$ cat src/rtl/sgs_pkg.sv
// Package for the scatter-gather get splitter.
// Holds the transfer structs, command and status codes, and the shared enums.
// No dependencies.
package sgs_pkg;

  // Fixed field widths of the transfer payloads.
  localparam int unsigned CMD_W = 3;
  localparam int unsigned STATUS_W = 3;
  localparam int unsigned FIELD_ADDR_W = 48;
  localparam int unsigned FIELD_LEN_W = 32;
  localparam int unsigned COUNT_W = 16;

  // Defaults handed to the top-level parameters.
  localparam int unsigned DEF_MAX_SEGMENTS = 16;
  localparam int unsigned DEF_ADDR_WIDTH = 48;
  localparam int unsigned DEF_LEN_WIDTH = 32;

  // Configuration port.
  localparam int unsigned CFG_ADDR_W = 3;
  localparam int unsigned CFG_DATA_W = 32;
  localparam logic [COUNT_W-1:0] INIT_CREDITS_RESET = 16'd16;
  localparam logic [COUNT_W-1:0] COUNT_MAX = 16'hFFFF;

  // Depth of the queue between the front and back parts.
  localparam int unsigned QUEUE_DEPTH = 2;

  // Command codes.
  localparam logic [CMD_W-1:0] CMD_LOAD_SRC = 3'd0;
  localparam logic [CMD_W-1:0] CMD_LOAD_DST = 3'd1;
  localparam logic [CMD_W-1:0] CMD_ADVANCE = 3'd2;
  localparam logic [CMD_W-1:0] CMD_RETURN = 3'd3;
  localparam logic [CMD_W-1:0] CMD_CLEAR = 3'd4;

  // Status codes.
  localparam logic [STATUS_W-1:0] STATUS_ACCEPTED = 3'd0;
  localparam logic [STATUS_W-1:0] STATUS_ISSUED = 3'd1;
  localparam logic [STATUS_W-1:0] STATUS_STALLED = 3'd2;
  localparam logic [STATUS_W-1:0] STATUS_COMPLETE = 3'd3;
  localparam logic [STATUS_W-1:0] STATUS_MISMATCH = 3'd4;

  // One command transfer.
  typedef struct packed {
    logic [CMD_W-1:0]        command;
    logic [FIELD_ADDR_W-1:0] segment_address;
    logic [FIELD_LEN_W-1:0]  segment_length;
  } item_t;

  // One result transfer.
  typedef struct packed {
    logic [STATUS_W-1:0]     status;
    logic [FIELD_ADDR_W-1:0] source_address;
    logic [FIELD_ADDR_W-1:0] dest_address;
    logic [FIELD_LEN_W-1:0]  get_length;
    logic [COUNT_W-1:0]      outstanding;
    logic [COUNT_W-1:0]      credits_left;
  } result_t;

  // Classified operation passed from the front part to the back part.
  typedef enum logic [2:0] {
    OP_LOAD_SRC,
    OP_LOAD_DST,
    OP_ADVANCE,
    OP_RETURN,
    OP_CLEAR,
    OP_NOP
  } op_kind_e;

  // Queue head as seen by the back part.
  typedef struct packed {
    logic     valid;
    op_kind_e kind;
  } op_ctrl_t;

  // Back part sequencer states.
  typedef enum logic [1:0] {
    ST_IDLE,
    ST_READ,
    ST_CHECK,
    ST_ISSUE
  } back_state_e;

endpackage

$ cat src/rtl/sgs_front.sv
// Front part of the splitter: accepts commands, classifies them and queues them.
// Depends on sgs_pkg.
module sgs_front #(
  parameter int unsigned ADDR_WIDTH = sgs_pkg::DEF_ADDR_WIDTH,
  parameter int unsigned LEN_WIDTH = sgs_pkg::DEF_LEN_WIDTH
) (
  input  logic                 clk,
  input  logic                 rst,
  input  logic                 start,
  input  sgs_pkg::item_t       item,
  output logic                 busy,
  output sgs_pkg::op_ctrl_t    op,
  output logic [ADDR_WIDTH-1:0] op_addr,
  output logic [LEN_WIDTH-1:0]  op_len,
  input  logic                 pop
);
  import sgs_pkg::*;

  localparam int unsigned PTR_W = (QUEUE_DEPTH > 1) ? $clog2(QUEUE_DEPTH) : 1;
  localparam int unsigned FILL_W = $clog2(QUEUE_DEPTH + 1);

  op_kind_e              q_kind [QUEUE_DEPTH];
  logic [ADDR_WIDTH-1:0] q_addr [QUEUE_DEPTH];
  logic [LEN_WIDTH-1:0]  q_len  [QUEUE_DEPTH];
  logic [PTR_W-1:0]      wr_ptr;
  logic [PTR_W-1:0]      rd_ptr;
  logic [FILL_W-1:0]     fill;
  logic                  push;
  op_kind_e              kind;

  // Classify the incoming command.
  always_comb begin
    unique case (item.command)
      CMD_LOAD_SRC: kind = OP_LOAD_SRC;
      CMD_LOAD_DST: kind = OP_LOAD_DST;
      CMD_ADVANCE:  kind = OP_ADVANCE;
      CMD_RETURN:   kind = OP_RETURN;
      CMD_CLEAR:    kind = OP_CLEAR;
      default:      kind = OP_NOP;
    endcase
  end

  assign busy = (fill == FILL_W'(QUEUE_DEPTH));
  assign push = start && !busy;

  // Queue storage; entries need no reset.
  always_ff @(posedge clk) begin
    if (push) begin
      q_kind[wr_ptr] <= kind;
      q_addr[wr_ptr] <= ADDR_WIDTH'(item.segment_address);
      q_len[wr_ptr]  <= LEN_WIDTH'(item.segment_length);
    end
  end

  // Queue pointers and fill level.
  always_ff @(posedge clk) begin
    if (rst) begin
      wr_ptr <= '0;
      rd_ptr <= '0;
      fill   <= '0;
    end else begin
      if (push) begin
        wr_ptr <= (wr_ptr == PTR_W'(QUEUE_DEPTH - 1)) ? '0 : wr_ptr + 1'b1;
      end
      if (pop) begin
        rd_ptr <= (rd_ptr == PTR_W'(QUEUE_DEPTH - 1)) ? '0 : rd_ptr + 1'b1;
      end
      if (push && !pop) begin
        fill <= fill + 1'b1;
      end else if (pop && !push) begin
        fill <= fill - 1'b1;
      end
    end
  end

  // Head of the queue.
  assign op.valid = (fill != '0);
  assign op.kind  = q_kind[rd_ptr];
  assign op_addr  = q_addr[rd_ptr];
  assign op_len   = q_len[rd_ptr];

endmodule

$ cat src/rtl/sgs_back.sv
// Back part of the splitter: segment stores, list walk, credit accounting and results.
// Depends on sgs_pkg.
module sgs_back #(
  parameter int unsigned MAX_SEGMENTS = sgs_pkg::DEF_MAX_SEGMENTS,
  parameter int unsigned ADDR_WIDTH = sgs_pkg::DEF_ADDR_WIDTH,
  parameter int unsigned LEN_WIDTH = sgs_pkg::DEF_LEN_WIDTH
) (
  input  logic                        clk,
  input  logic                        rst,
  input  sgs_pkg::op_ctrl_t           op,
  input  logic [ADDR_WIDTH-1:0]       op_addr,
  input  logic [LEN_WIDTH-1:0]        op_len,
  output logic                        pop,
  input  logic [sgs_pkg::COUNT_W-1:0] initial_credits,
  output logic                        result_valid,
  output sgs_pkg::result_t            result
);
  import sgs_pkg::*;

  localparam int unsigned CNT_W = $clog2(MAX_SEGMENTS + 1);
  localparam int unsigned IDX_W = (MAX_SEGMENTS > 1) ? $clog2(MAX_SEGMENTS) : 1;
  localparam int unsigned SUM_W = (ADDR_WIDTH > LEN_WIDTH) ? ADDR_WIDTH : LEN_WIDTH;

  // Segment stores.
  logic [ADDR_WIDTH-1:0] src_addr_mem [MAX_SEGMENTS];
  logic [LEN_WIDTH-1:0]  src_len_mem  [MAX_SEGMENTS];
  logic [ADDR_WIDTH-1:0] dst_addr_mem [MAX_SEGMENTS];
  logic [LEN_WIDTH-1:0]  dst_len_mem  [MAX_SEGMENTS];
  logic [ADDR_WIDTH-1:0] src_addr_rd;
  logic [LEN_WIDTH-1:0]  src_len_rd;
  logic [ADDR_WIDTH-1:0] dst_addr_rd;
  logic [LEN_WIDTH-1:0]  dst_len_rd;
  logic                  src_we;
  logic                  dst_we;

  back_state_e          state, state_next;
  logic [CNT_W-1:0]     src_count, src_count_next;
  logic [CNT_W-1:0]     dst_count, dst_count_next;
  logic [CNT_W-1:0]     src_index, src_index_next;
  logic [CNT_W-1:0]     dst_index, dst_index_next;
  logic [LEN_WIDTH-1:0] src_offset, src_offset_next;
  logic [LEN_WIDTH-1:0] dst_offset, dst_offset_next;
  logic [COUNT_W-1:0]   credit_count, credit_count_next;
  logic [COUNT_W-1:0]   pending_gets, pending_gets_next;
  logic [LEN_WIDTH-1:0] s_rem, s_rem_next;
  logic [LEN_WIDTH-1:0] d_rem, d_rem_next;
  result_t              result_next;
  logic                 result_valid_next;

  logic                 s_end, d_end, s_skip, d_skip;
  logic [LEN_WIDTH-1:0] glen;
  logic [SUM_W-1:0]     sa_sum, da_sum;

  // Stores are written at the fill count and read at the current index.
  always_ff @(posedge clk) begin
    if (src_we) begin
      src_addr_mem[src_count[IDX_W-1:0]] <= op_addr;
      src_len_mem[src_count[IDX_W-1:0]]  <= op_len;
    end
    if (dst_we) begin
      dst_addr_mem[dst_count[IDX_W-1:0]] <= op_addr;
      dst_len_mem[dst_count[IDX_W-1:0]]  <= op_len;
    end
    src_addr_rd <= src_addr_mem[src_index[IDX_W-1:0]];
    src_len_rd  <= src_len_mem[src_index[IDX_W-1:0]];
    dst_addr_rd <= dst_addr_mem[dst_index[IDX_W-1:0]];
    dst_len_rd  <= dst_len_mem[dst_index[IDX_W-1:0]];
  end

  // List end and skip tests on the segment read for the current index.
  assign s_end  = (src_index >= src_count);
  assign d_end  = (dst_index >= dst_count);
  assign s_skip = !s_end && (src_offset >= src_len_rd);
  assign d_skip = !d_end && (dst_offset >= dst_len_rd);

  // Get length and addresses, used in the issue state.
  assign glen   = (s_rem < d_rem) ? s_rem : d_rem;
  assign sa_sum = SUM_W'(src_addr_rd) + SUM_W'(src_offset);
  assign da_sum = SUM_W'(dst_addr_rd) + SUM_W'(dst_offset);

  // Sequencer state and list registers.
  always_ff @(posedge clk) begin
    if (rst) begin
      state        <= ST_IDLE;
      src_count    <= '0;
      dst_count    <= '0;
      src_index    <= '0;
      dst_index    <= '0;
      src_offset   <= '0;
      dst_offset   <= '0;
      credit_count <= INIT_CREDITS_RESET;
      pending_gets <= '0;
      result_valid <= 1'b0;
    end else begin
      state        <= state_next;
      src_count    <= src_count_next;
      dst_count    <= dst_count_next;
      src_index    <= src_index_next;
      dst_index    <= dst_index_next;
      src_offset   <= src_offset_next;
      dst_offset   <= dst_offset_next;
      credit_count <= credit_count_next;
      pending_gets <= pending_gets_next;
      result_valid <= result_valid_next;
    end
  end

  // Payload registers need no reset.
  always_ff @(posedge clk) begin
    s_rem  <= s_rem_next;
    d_rem  <= d_rem_next;
    result <= result_next;
  end

  // Next state and outputs.
  always_comb begin
    state_next        = state;
    src_count_next    = src_count;
    dst_count_next    = dst_count;
    src_index_next    = src_index;
    dst_index_next    = dst_index;
    src_offset_next   = src_offset;
    dst_offset_next   = dst_offset;
    credit_count_next = credit_count;
    pending_gets_next = pending_gets;
    s_rem_next        = s_rem;
    d_rem_next        = d_rem;
    result_next       = '0;
    result_valid_next = 1'b0;
    src_we            = 1'b0;
    dst_we            = 1'b0;
    pop               = 1'b0;

    unique case (state)
      ST_IDLE: begin
        if (op.valid) begin
          pop = 1'b1;
          result_next.status = STATUS_ACCEPTED;
          result_valid_next  = 1'b1;
          case (op.kind)
            OP_LOAD_SRC: begin
              if (src_count < CNT_W'(MAX_SEGMENTS)) begin
                src_we         = 1'b1;
                src_count_next = src_count + 1'b1;
              end
            end
            OP_LOAD_DST: begin
              if (dst_count < CNT_W'(MAX_SEGMENTS)) begin
                dst_we         = 1'b1;
                dst_count_next = dst_count + 1'b1;
              end
            end
            OP_ADVANCE: begin
              // The result comes from the walk that follows.
              result_valid_next = 1'b0;
              state_next        = ST_CHECK;
            end
            OP_RETURN: begin
              if (credit_count != COUNT_MAX) begin
                credit_count_next = credit_count + 1'b1;
              end
              if (pending_gets != '0) begin
                pending_gets_next = pending_gets - 1'b1;
              end
            end
            OP_CLEAR: begin
              src_count_next    = '0;
              dst_count_next    = '0;
              src_index_next    = '0;
              dst_index_next    = '0;
              src_offset_next   = '0;
              dst_offset_next   = '0;
              credit_count_next = initial_credits;
              pending_gets_next = '0;
            end
            default: begin
            end
          endcase
        end
      end

      ST_READ: begin
        // Wait for the store read at the new index.
        state_next = ST_CHECK;
      end

      ST_CHECK: begin
        if (s_skip || d_skip) begin
          // Step past exhausted or empty segments, then read again.
          if (s_skip) begin
            src_index_next  = src_index + 1'b1;
            src_offset_next = '0;
          end
          if (d_skip) begin
            dst_index_next  = dst_index + 1'b1;
            dst_offset_next = '0;
          end
          state_next = ST_READ;
        end else if (s_end || d_end || (credit_count == '0)) begin
          if (s_end && d_end) begin
            result_next.status = STATUS_COMPLETE;
          end else if (s_end || d_end) begin
            result_next.status = STATUS_MISMATCH;
          end else begin
            result_next.status = STATUS_STALLED;
          end
          result_valid_next = 1'b1;
          state_next        = ST_IDLE;
        end else begin
          s_rem_next = src_len_rd - src_offset;
          d_rem_next = dst_len_rd - dst_offset;
          state_next = ST_ISSUE;
        end
      end

      ST_ISSUE: begin
        // Issue the get of the shorter remainder.
        result_next.status         = STATUS_ISSUED;
        result_next.source_address = FIELD_ADDR_W'(sa_sum[ADDR_WIDTH-1:0]);
        result_next.dest_address   = FIELD_ADDR_W'(da_sum[ADDR_WIDTH-1:0]);
        result_next.get_length     = FIELD_LEN_W'(glen);
        src_offset_next            = src_offset + glen;
        dst_offset_next            = dst_offset + glen;
        credit_count_next          = credit_count - 1'b1;
        if (pending_gets != COUNT_MAX) begin
          pending_gets_next = pending_gets + 1'b1;
        end
        result_valid_next = 1'b1;
        state_next        = ST_IDLE;
      end

      default: begin
        state_next = ST_IDLE;
      end
    endcase

    // Counters as they stand after the step.
    result_next.outstanding  = pending_gets_next;
    result_next.credits_left = credit_count_next;
  end

endmodule

$ cat src/rtl/scatter_gather_get_splitter.sv
// Scatter-gather get splitter: pairs source and destination segments into gets.
// A load, return, clear or unused code is queued, then popped and answered with an accepted
// result; an advance walks the lists and ends in one issued, complete, mismatch or stalled
// result, after any skip steps (one step passes a spent segment on either list or both).
// Throughput: one command a cycle, advances excepted; a full two-entry queue sets busy;
// results cannot be stalled. Synchronous reset empties the lists and queue, sets 16 credits.
module scatter_gather_get_splitter #(
  parameter int unsigned MAX_SEGMENTS = sgs_pkg::DEF_MAX_SEGMENTS,
  parameter int unsigned ADDR_WIDTH = sgs_pkg::DEF_ADDR_WIDTH,
  parameter int unsigned LEN_WIDTH = sgs_pkg::DEF_LEN_WIDTH
) (
  input  logic                           clk,
  input  logic                           rst,
  input  logic                           start,
  output logic                           busy,
  input  sgs_pkg::item_t                 item,
  output logic                           result_valid,
  output sgs_pkg::result_t               result,
  input  logic                           psel,
  input  logic                           penable,
  input  logic                           pwrite,
  input  logic [sgs_pkg::CFG_ADDR_W-1:0] paddr,
  input  logic [sgs_pkg::CFG_DATA_W-1:0] pwdata,
  output logic [sgs_pkg::CFG_DATA_W-1:0] prdata,
  output logic                           pready
);
  import sgs_pkg::*;

  logic [COUNT_W-1:0]    initial_credits;
  logic                  cfg_write;
  logic                  reg_sel;
  op_ctrl_t              op;
  logic [ADDR_WIDTH-1:0] op_addr;
  logic [LEN_WIDTH-1:0]  op_len;
  logic                  pop;

  // Configuration register: a single word at byte address zero.
  assign pready    = 1'b1;
  assign reg_sel   = (paddr[CFG_ADDR_W-1] == 1'b0);
  assign cfg_write = psel && penable && pwrite && pready;
  assign prdata    = reg_sel ? CFG_DATA_W'(initial_credits) : '0;

  always_ff @(posedge clk) begin
    if (rst) begin
      initial_credits <= INIT_CREDITS_RESET;
    end else if (cfg_write && reg_sel) begin
      initial_credits <= pwdata[COUNT_W-1:0];
    end
  end

  // Command intake and queue.
  sgs_front #(
    .ADDR_WIDTH(ADDR_WIDTH),
    .LEN_WIDTH (LEN_WIDTH)
  ) u_front (
    .clk    (clk),
    .rst    (rst),
    .start  (start),
    .item   (item),
    .busy   (busy),
    .op     (op),
    .op_addr(op_addr),
    .op_len (op_len),
    .pop    (pop)
  );

  // List walk and get issue.
  sgs_back #(
    .MAX_SEGMENTS(MAX_SEGMENTS),
    .ADDR_WIDTH  (ADDR_WIDTH),
    .LEN_WIDTH   (LEN_WIDTH)
  ) u_back (
    .clk            (clk),
    .rst            (rst),
    .op             (op),
    .op_addr        (op_addr),
    .op_len         (op_len),
    .pop            (pop),
    .initial_credits(initial_credits),
    .result_valid   (result_valid),
    .result         (result)
  );

endmodule
$ cat config.mk
export PLATFORM = sky130hd
export DESIGN_NAME = scatter_gather_get_splitter
export DESIGN_NICKNAME = d
export VERILOG_FILES = /design/src/rtl/sgs_pkg.sv /design/src/rtl/sgs_front.sv /design/src/rtl/sgs_back.sv /design/src/rtl/scatter_gather_get_splitter.sv
export SDC_FILE = /design/constraint.sdc
export NUM_CORES = 2
export LEC_CHECK = 0
export BUFFER_PORTS_ARGS = -buffer_cell sky130_fd_sc_hd__buf_2
export CORE_MARGIN = 3
export CORE_UTILIZATION = 39
export DETAILED_ROUTE_END_ITERATION = 10
export GPL_TIMING_DRIVEN = 0
export SLEW_MARGIN = 20
export SYNTH_ARGS = -nofsm -noshare
export SYNTH_HDL_FRONTEND = slang
export SYNTH_SLANG_ARGS = --single-unit
$ cat constraint.sdc
create_clock -name clk -period 14.8 [get_ports clk]
set_clock_uncertainty 0.2 [all_clocks]
set_input_delay 0.74 -clock clk [delete_from_list [all_inputs] [get_ports clk]]
set_output_delay 0.74 -clock clk [all_outputs]
set_load 0.02 [all_outputs]
## After elaboration in Yosys (flattened, before gate mapping)

Memories as Yosys holds them, arrays and structs flattened. A register that Yosys moved wholly into a read port is not among the register bits.
Cells that the tools add are included.

- Add/sub/neg operators: 18
- $lt $le $gt $ge: 7
- Eq/ne operators: 22
- Multiplexer cells: 73
- Bitwise gates (word level): 3
- Reduce and logical (&&, ||, !) cells: 36

Operators by type and width:

| kind | number |
|---|---|
| $mux 32 | 7 |
| $pmux 32 s3 | 2 |
| $pmux 16 s2 | 4 |
| $add 48x32->48 | 2 |
| $mux 16 | 6 |
| $add 32x32->32 | 2 |
| $ge 32x32->1 | 2 |
| $sub 32x32->32 | 2 |
| $mux 5 | 8 |
| $pmux 5 s2 | 4 |
| $add 16x1->16 const B | 2 |
| $lt 32x32->1 | 1 |
| $ne 16x16->1 const B | 2 |
| $sub 16x1->16 const B | 2 |
| $mux 1 | 28 |
| $add 5x1->5 const B | 4 |
| $reduce_and 5->1 | 4 |
| $logic_not 16->1 | 1 |
| $reduce_bool 16->1 | 1 |
| $pmux 3 s5 | 1 |
| $eq 3x2->1 const B | 4 |
| $mux 2 | 6 |
| $mux 3 | 4 |
| $ge 5x5->1 | 2 |
| other kinds (24) | 58 |

- Register bits: 366
- Bits in writable memories: 2726
- Bits of input ports: 124
- Output and inout port bits: 198
- Logic and storage cells: 188
- Memories kept: 7

Memory list:

| memory | depth | width | rd ports | clocked after memory_dff | wr ports | line | RTL |
|---|---|---|---|---|---|---|---|
| u_back.dst_addr_mem | 16 | 48 | 1 | 1 | 1 | sgs_back.sv:27 | `logic [ADDR_WIDTH-1:0] dst_addr_mem [MAX_SEGMENTS];` |
| u_back.src_addr_mem | 16 | 48 | 1 | 1 | 1 | sgs_back.sv:25 | `logic [ADDR_WIDTH-1:0] src_addr_mem [MAX_SEGMENTS];` |
| u_back.dst_len_mem | 16 | 32 | 1 | 1 | 1 | sgs_back.sv:28 | `logic [LEN_WIDTH-1:0] dst_len_mem [MAX_SEGMENTS];` |
| u_back.src_len_mem | 16 | 32 | 1 | 1 | 1 | sgs_back.sv:26 | `logic [LEN_WIDTH-1:0] src_len_mem [MAX_SEGMENTS];` |
| u_front.q_addr | 2 | 48 | 1 | 1 | 1 | sgs_front.sv:23 | `logic [ADDR_WIDTH-1:0] q_addr [QUEUE_DEPTH];` |
| u_front.q_len | 2 | 32 | 1 | 1 | 1 | sgs_front.sv:24 | `logic [LEN_WIDTH-1:0] q_len [QUEUE_DEPTH];` |
| +1 memories | -- | -- | -- | -- | -- | -- |  |

## Longest topological paths before layout

- Depth in word-level cells: 7
- Depth in mapped cells: 24
- Depth with buffers taken out: 22

## By module

A second synthesis with hierarchy kept.

- Cell total of the unflattened synthesis: 7061
- Area, all modules: 130147.3 µm²

Modules (own cells, without submodules):

| module | instances | cells an instance | area an instance (µm²) | seq. area each (µm²) |
|---|---|---|---|---|
| sgs_back | 1 | 6669 | 122917.9 | 87644.1 |
| sgs_front | 1 | 286 | 6247.2 | 5084.9 |
| scatter_gather_get_splitter | 1 | 106 | 982.2 | 320.3 |

## Least setup slack after synthesis

OpenSTA, ideal clock, no wires.

- Path type: flip-flop to flip-flop
- Start: register u_back.state[0]
- End: memory u_back.src_addr_mem[3][0] in the netlist's numbering (enable)
- Setup time: 616 ps
- Data arrival time: 7401 ps
- Required time: 13984 ps
- Slack: 6582 ps
- Stages on the path, launching flop included: 11
- Buffers on the path: 0
- Period minus slack after synthesis: 8218 ps
- Cell sequence: dfxtp_1 inv_1 ha_1 clkinv_1 nor2_1 inv_1 nor2_1 nand3_1 nor2_1 nand2_1 nor3_1

- Cells in the longest elaborated chain, start to end: 4

Ends and longest elaborated chain:

| element | line | RTL |
|---|---|---|
| start: declaration | sgs_back.sv:36 | `back_state_e state, state_next;` |
| start signal: assignment | sgs_back.sv:95 | `state <= state_next;` |
| $logic_not 2->1 | sgs_back.sv:134 | `unique case (state)` |
| $mux 1 | sgs_back.sv:134 |  |
| $mux 1 | sgs_back.sv:56 | `if (src_we) begin` |
| $mux 1 (not written as such) | sgs_back.sv:57 | `src_addr_mem[src_count[IDX_W-1:0]] <= op_addr;` |
| end: declaration | sgs_back.sv:25 |  |

No other way between the ends.

## Final worst setup path

- Start: register u_back.s_rem[2]
- End: register u_back.src_offset[31]

- Cells in the longest elaborated chain, start to end: 4

Ends and longest elaborated chain:

| element | line | RTL |
|---|---|---|
| start: declaration | sgs_back.sv:45 | `logic [LEN_WIDTH-1:0] s_rem, s_rem_next;` |
| start signal: assignment | sgs_back.sv:110 | `s_rem <= s_rem_next;` |
| $lt 32x32->1 | sgs_back.sv:77 | `assign glen = (s_rem < d_rem) ? s_rem : d_rem;` |
| $mux 32 | sgs_back.sv:77 |  |
| via u_back.glen[6] | sgs_back.sv:51 | `logic [LEN_WIDTH-1:0] glen;` |
| $add 32x32->32 | sgs_back.sv:222 | `src_offset_next = src_offset + glen;` |
| $pmux 32 s3 | sgs_back.sv:134 |  |
| end signal: assignment | sgs_back.sv:100 | `src_offset <= src_offset_next;` |
| end: declaration | sgs_back.sv:41 | `logic [LEN_WIDTH-1:0] src_offset, src_offset_next;` |

The timed path passes the listed nets, and every way through them passes these cells.
A chain may end at the register's enable or synchronous reset.

==> impl_metrics.env <==
export IMPL_grt_max_degree=33
export IMPL_cts_setup_buffers=0
export IMPL_synthesis_area_um2=130000
export IMPL_swShare_pct=24.3
export IMPL_synth_edf_count=2790
export IMPL_intPower_w=0.0167
export IMPL_cts_sinks=3253
export IMPL_cts_hold_buffers=99
export IMPL_grtUsageMet2_pct=36.4
export IMPL_pwr_share_clk_pct=40.6
export IMPL_areaGrowthSynthToFinish_pct=18.5
export IMPL_setup_ws_ns=7.59
export IMPL_yosysWarnings=0
export IMPL_ant_nets=0
export IMPL_cts_resized=0
export IMPL_finalCriticalPeriod_ns=7.21
export IMPL_max_stage_delay_ns=0.56
export IMPL_wl_per_cell_um=31.4
export IMPL_path_max_fanout=10
export IMPL_cts_inserted_buffers=347
export IMPL_synth_ff_type="edfxtp_1"
export IMPL_startpoint="u_back.s_rem[2]"
export IMPL_power_share_sequential_pct=49.7
export IMPL_io_pins=322
export IMPL_placedCellCount=11982
export IMPL_finalHoldViolCount=0
export IMPL_dieArea_um2=341000
export IMPL_power_leakage_nw=50.6
export IMPL_worstPathRequired_ns=15.42
export IMPL_max_freq_ghz=0.139
export IMPL_crit_slowest_cell="a21boi_1"
export IMPL_r2r_start="u_back.s_rem[2]"
export IMPL_power_switching_w=0.00538
export IMPL_dp_hpwl_um=285000
export IMPL_grt_antenna_before_repair=40
export IMPL_root_buffer="clkbuf_16"
export IMPL_finalCritPeriodShare_pct=48.7
export IMPL_hold_path_startpoint="rst"
export IMPL_ys_ff_latch=3253
export IMPL_layout_nets=8462
export IMPL_multi_input_area_um2=35200
export IMPL_grtUsageTotal_pct=23.3
export IMPL_rsz0062_at_grt="false"
export IMPL_fill_cells=27797
export IMPL_fp_row_count=211
export IMPL_grt_pass1_wl_um=559000
export IMPL_power_w=0.0221
export IMPL_clkLatencyLatePin_ns=0.95
export IMPL_die_w_um=584
export IMPL_power_density_nw_per_um2=143
export IMPL_tightest_slew_ns=1.24
export IMPL_worstPathArrival_ns=7.82
export IMPL_cts_tree="built"
export IMPL_dieHeight_um=584
export IMPL_met3_usage_pct=4.00
export IMPL_worstSetupEndpointType="flip-flop"
export IMPL_layout_cells_non_filler=12785
export IMPL_start_kind="flip-flop"
export IMPL_grt_use_met1_pct=32.3
export IMPL_final_max_slew_viol_count=0
export IMPL_crit_family="compound AO/OA/AOI/OAI gates"
export IMPL_routed_wl_um=402000
export IMPL_clk_pin_slew_ns=0.06
export IMPL_seqCellArea_um2=93000
export IMPL_vdd_drop_max_mv=0.0912
export IMPL_gp_congestion=0.956
export IMPL_finalSetupViolCount=0
export IMPL_synth_seq_area_share_pct=71.5
export IMPL_core_area_um2=331000
export IMPL_final_layout_size_suffix_gt1_share_pct=25.1
export IMPL_overflow=0
export IMPL_max_cap_violations=0
export IMPL_io_buffers=286
export IMPL_initial_core_util_pct=39.3
export IMPL_mostFrequentLayoutCells="edfxtp_1, mux4_2, dfxtp_1"
export IMPL_drt_iter0_drc=9279
export IMPL_yosysUniqueCellTypes=87
export IMPL_syn_avg_cell_area_um2=18.3
export IMPL_route_detailed_drc=0
export IMPL_slew_headroom_pct=16.6
export IMPL_grt_busiest_layer="met2"
export IMPL_drt_first_pass_iters=6
export IMPL_vias=73061
export IMPL_timing_hold_ws_ns=0.108
export IMPL_final_common_cell="edfxtp_1"
export IMPL_outcome="finished, final reports clean"
export IMPL_synth_cells=7112
export IMPL_h_tree_depth=5
export IMPL_async_flop_share_pct=0
export IMPL_hold_class="primary input to flip-flop"
export IMPL_cts_max_path_buffers=4
export IMPL_p_comb_share_pct=9.7
export IMPL_path_class="flip-flop to flip-flop"
export IMPL_viasPerCell=5.71
export IMPL_dp_slack_ns=7.77
export IMPL_crit_chain="ha_1 -> or4_1 -> a21oi_1 -> o311ai_0 -> nand3_1 -> and4_1 -> o21ai_0 -> a21boi_1 -> clkbuf_1 -> nand2_1 -> o21ai_1 -> ha_1 -> nand4_1 -> or3_1 -> a31oi_1 -> a41oi_1 -> a31oi_1 -> a31oi_1 -> a21oi_1 -> xor2_1 -> mux2_2 -> a21oi_1"
export IMPL_critPathBufInv=1
export IMPL_grt_pass1_vias=72345
export IMPL_setup_tns_ns=0
registers in the layout, summed over array words and instances (netlist names), 48 cells and up, named ones only:
signal,flops
u_front.q_addr,96
u_back.dst_len_mem,512
u_back.dst_addr_mem,768
u_back.src_len_mem,512
u_back.src_addr_mem,768
u_back.dst_addr_rd,48
u_back.result,163
u_back.src_addr_rd,48
u_front.q_len,64
through the flow:
step,util [%],instance area (um2)
floorplan,-,130000
global placement,41.4,137000
detailed placement,42.6,141000
CTS,46.5,154000
global route,46.5,154000
finish,46.5,154000
final timing paths:
kind | endpoint | cells past startpoint | slack [ns]
setup reg to reg | u_back.src_offset[31] | 22 | 7.59
hold reg to reg | initial_credits[3] | 2 | 0.29
hold / removal | u_back.src_offset[30] | 3 | 0.11
setup / recovery | u_back.src_offset[31] | 22 | 7.59
layer usage:
layer	vias to the layer above	part of all wire [%]	wire length [um]
li1	30528	-	-
met1	38464	41	165000
met2	3423	46	187000
met3	642	7.9	31800
met4	4	4.6	18300
met5	-	0.0062	25
cell usage after synthesis (49+ instances only):
cell      count  area share [%]
ha_1        268             2.6
mux4_2      800              14
a21oi_1     307             1.2
inv_1       208            0.60
nor2_1      268            0.77
nand3_1     110            0.42
clkbuf_1    253            0.73
and2_1       93            0.45
a21o_1       82            0.47
o21ai_0     191            0.73
nor3_1       77            0.30
xor2_1       74            0.50
nand2_1     284            0.82
xnor2_1     111            0.75
dfxtp_1     463             7.1
buf_1        49            0.14
edfxtp_1   2790              64
mux2_2       83            0.72
cells by family after synthesis:
family,Yosys count,synth area share (%)
adder cells (fa/ha/maj),274,2.67
multiplexers,896,14.7
AO/OA/AOI/OAI,902,4.35
AND/OR/NAND/NOR,1064,3.94
other,2,0.00577
XOR/XNOR,185,1.25
flip-flops,3253,71.5
buffers and inverters,536,1.61
power by group through the flow:
stage / registers, W / logic [W] / clock network (W)
4_1_cts: 0.0110 / 0.00214 / 0.00912
6_report: 0.0110 / 0.00215 / 0.00897
5_1_grt: 0.0110 / 0.00231 / 0.00948
2_1_floorplan: 0.0111 / 0.00123 / 0
3_3_place_gp: 0.0112 / 0.00197 / 0
3_5_place_dp: 0.0112 / 0.00212 / 0
area by class of cell:
| cell class | count | share of cell area (%) |
|---|---|---|
| sequential | 3253 | 60.4 |
| multi-input combinational | 3338 | 22.8 |
| clock buffer | 459 | 6.26 |
| timing repair buffer | 588 | 3.99 |
| tap | 4366 | 3.54 |
| clock inverter | 188 | 1.46 |
| buffer | 326 | 0.924 |
| inverter | 210 | 0.511 |
| antenna | 57 | 0.0925 |
tightest hold or removal path, delay by kind of cell:
family,cells,cell delay (ns)
buffers and inverters,1,0.14
and+or+nand+nor,1,0.13
AOI/OAI and AO/OA,1,0.11
Power figures use the tool's default switching activity.
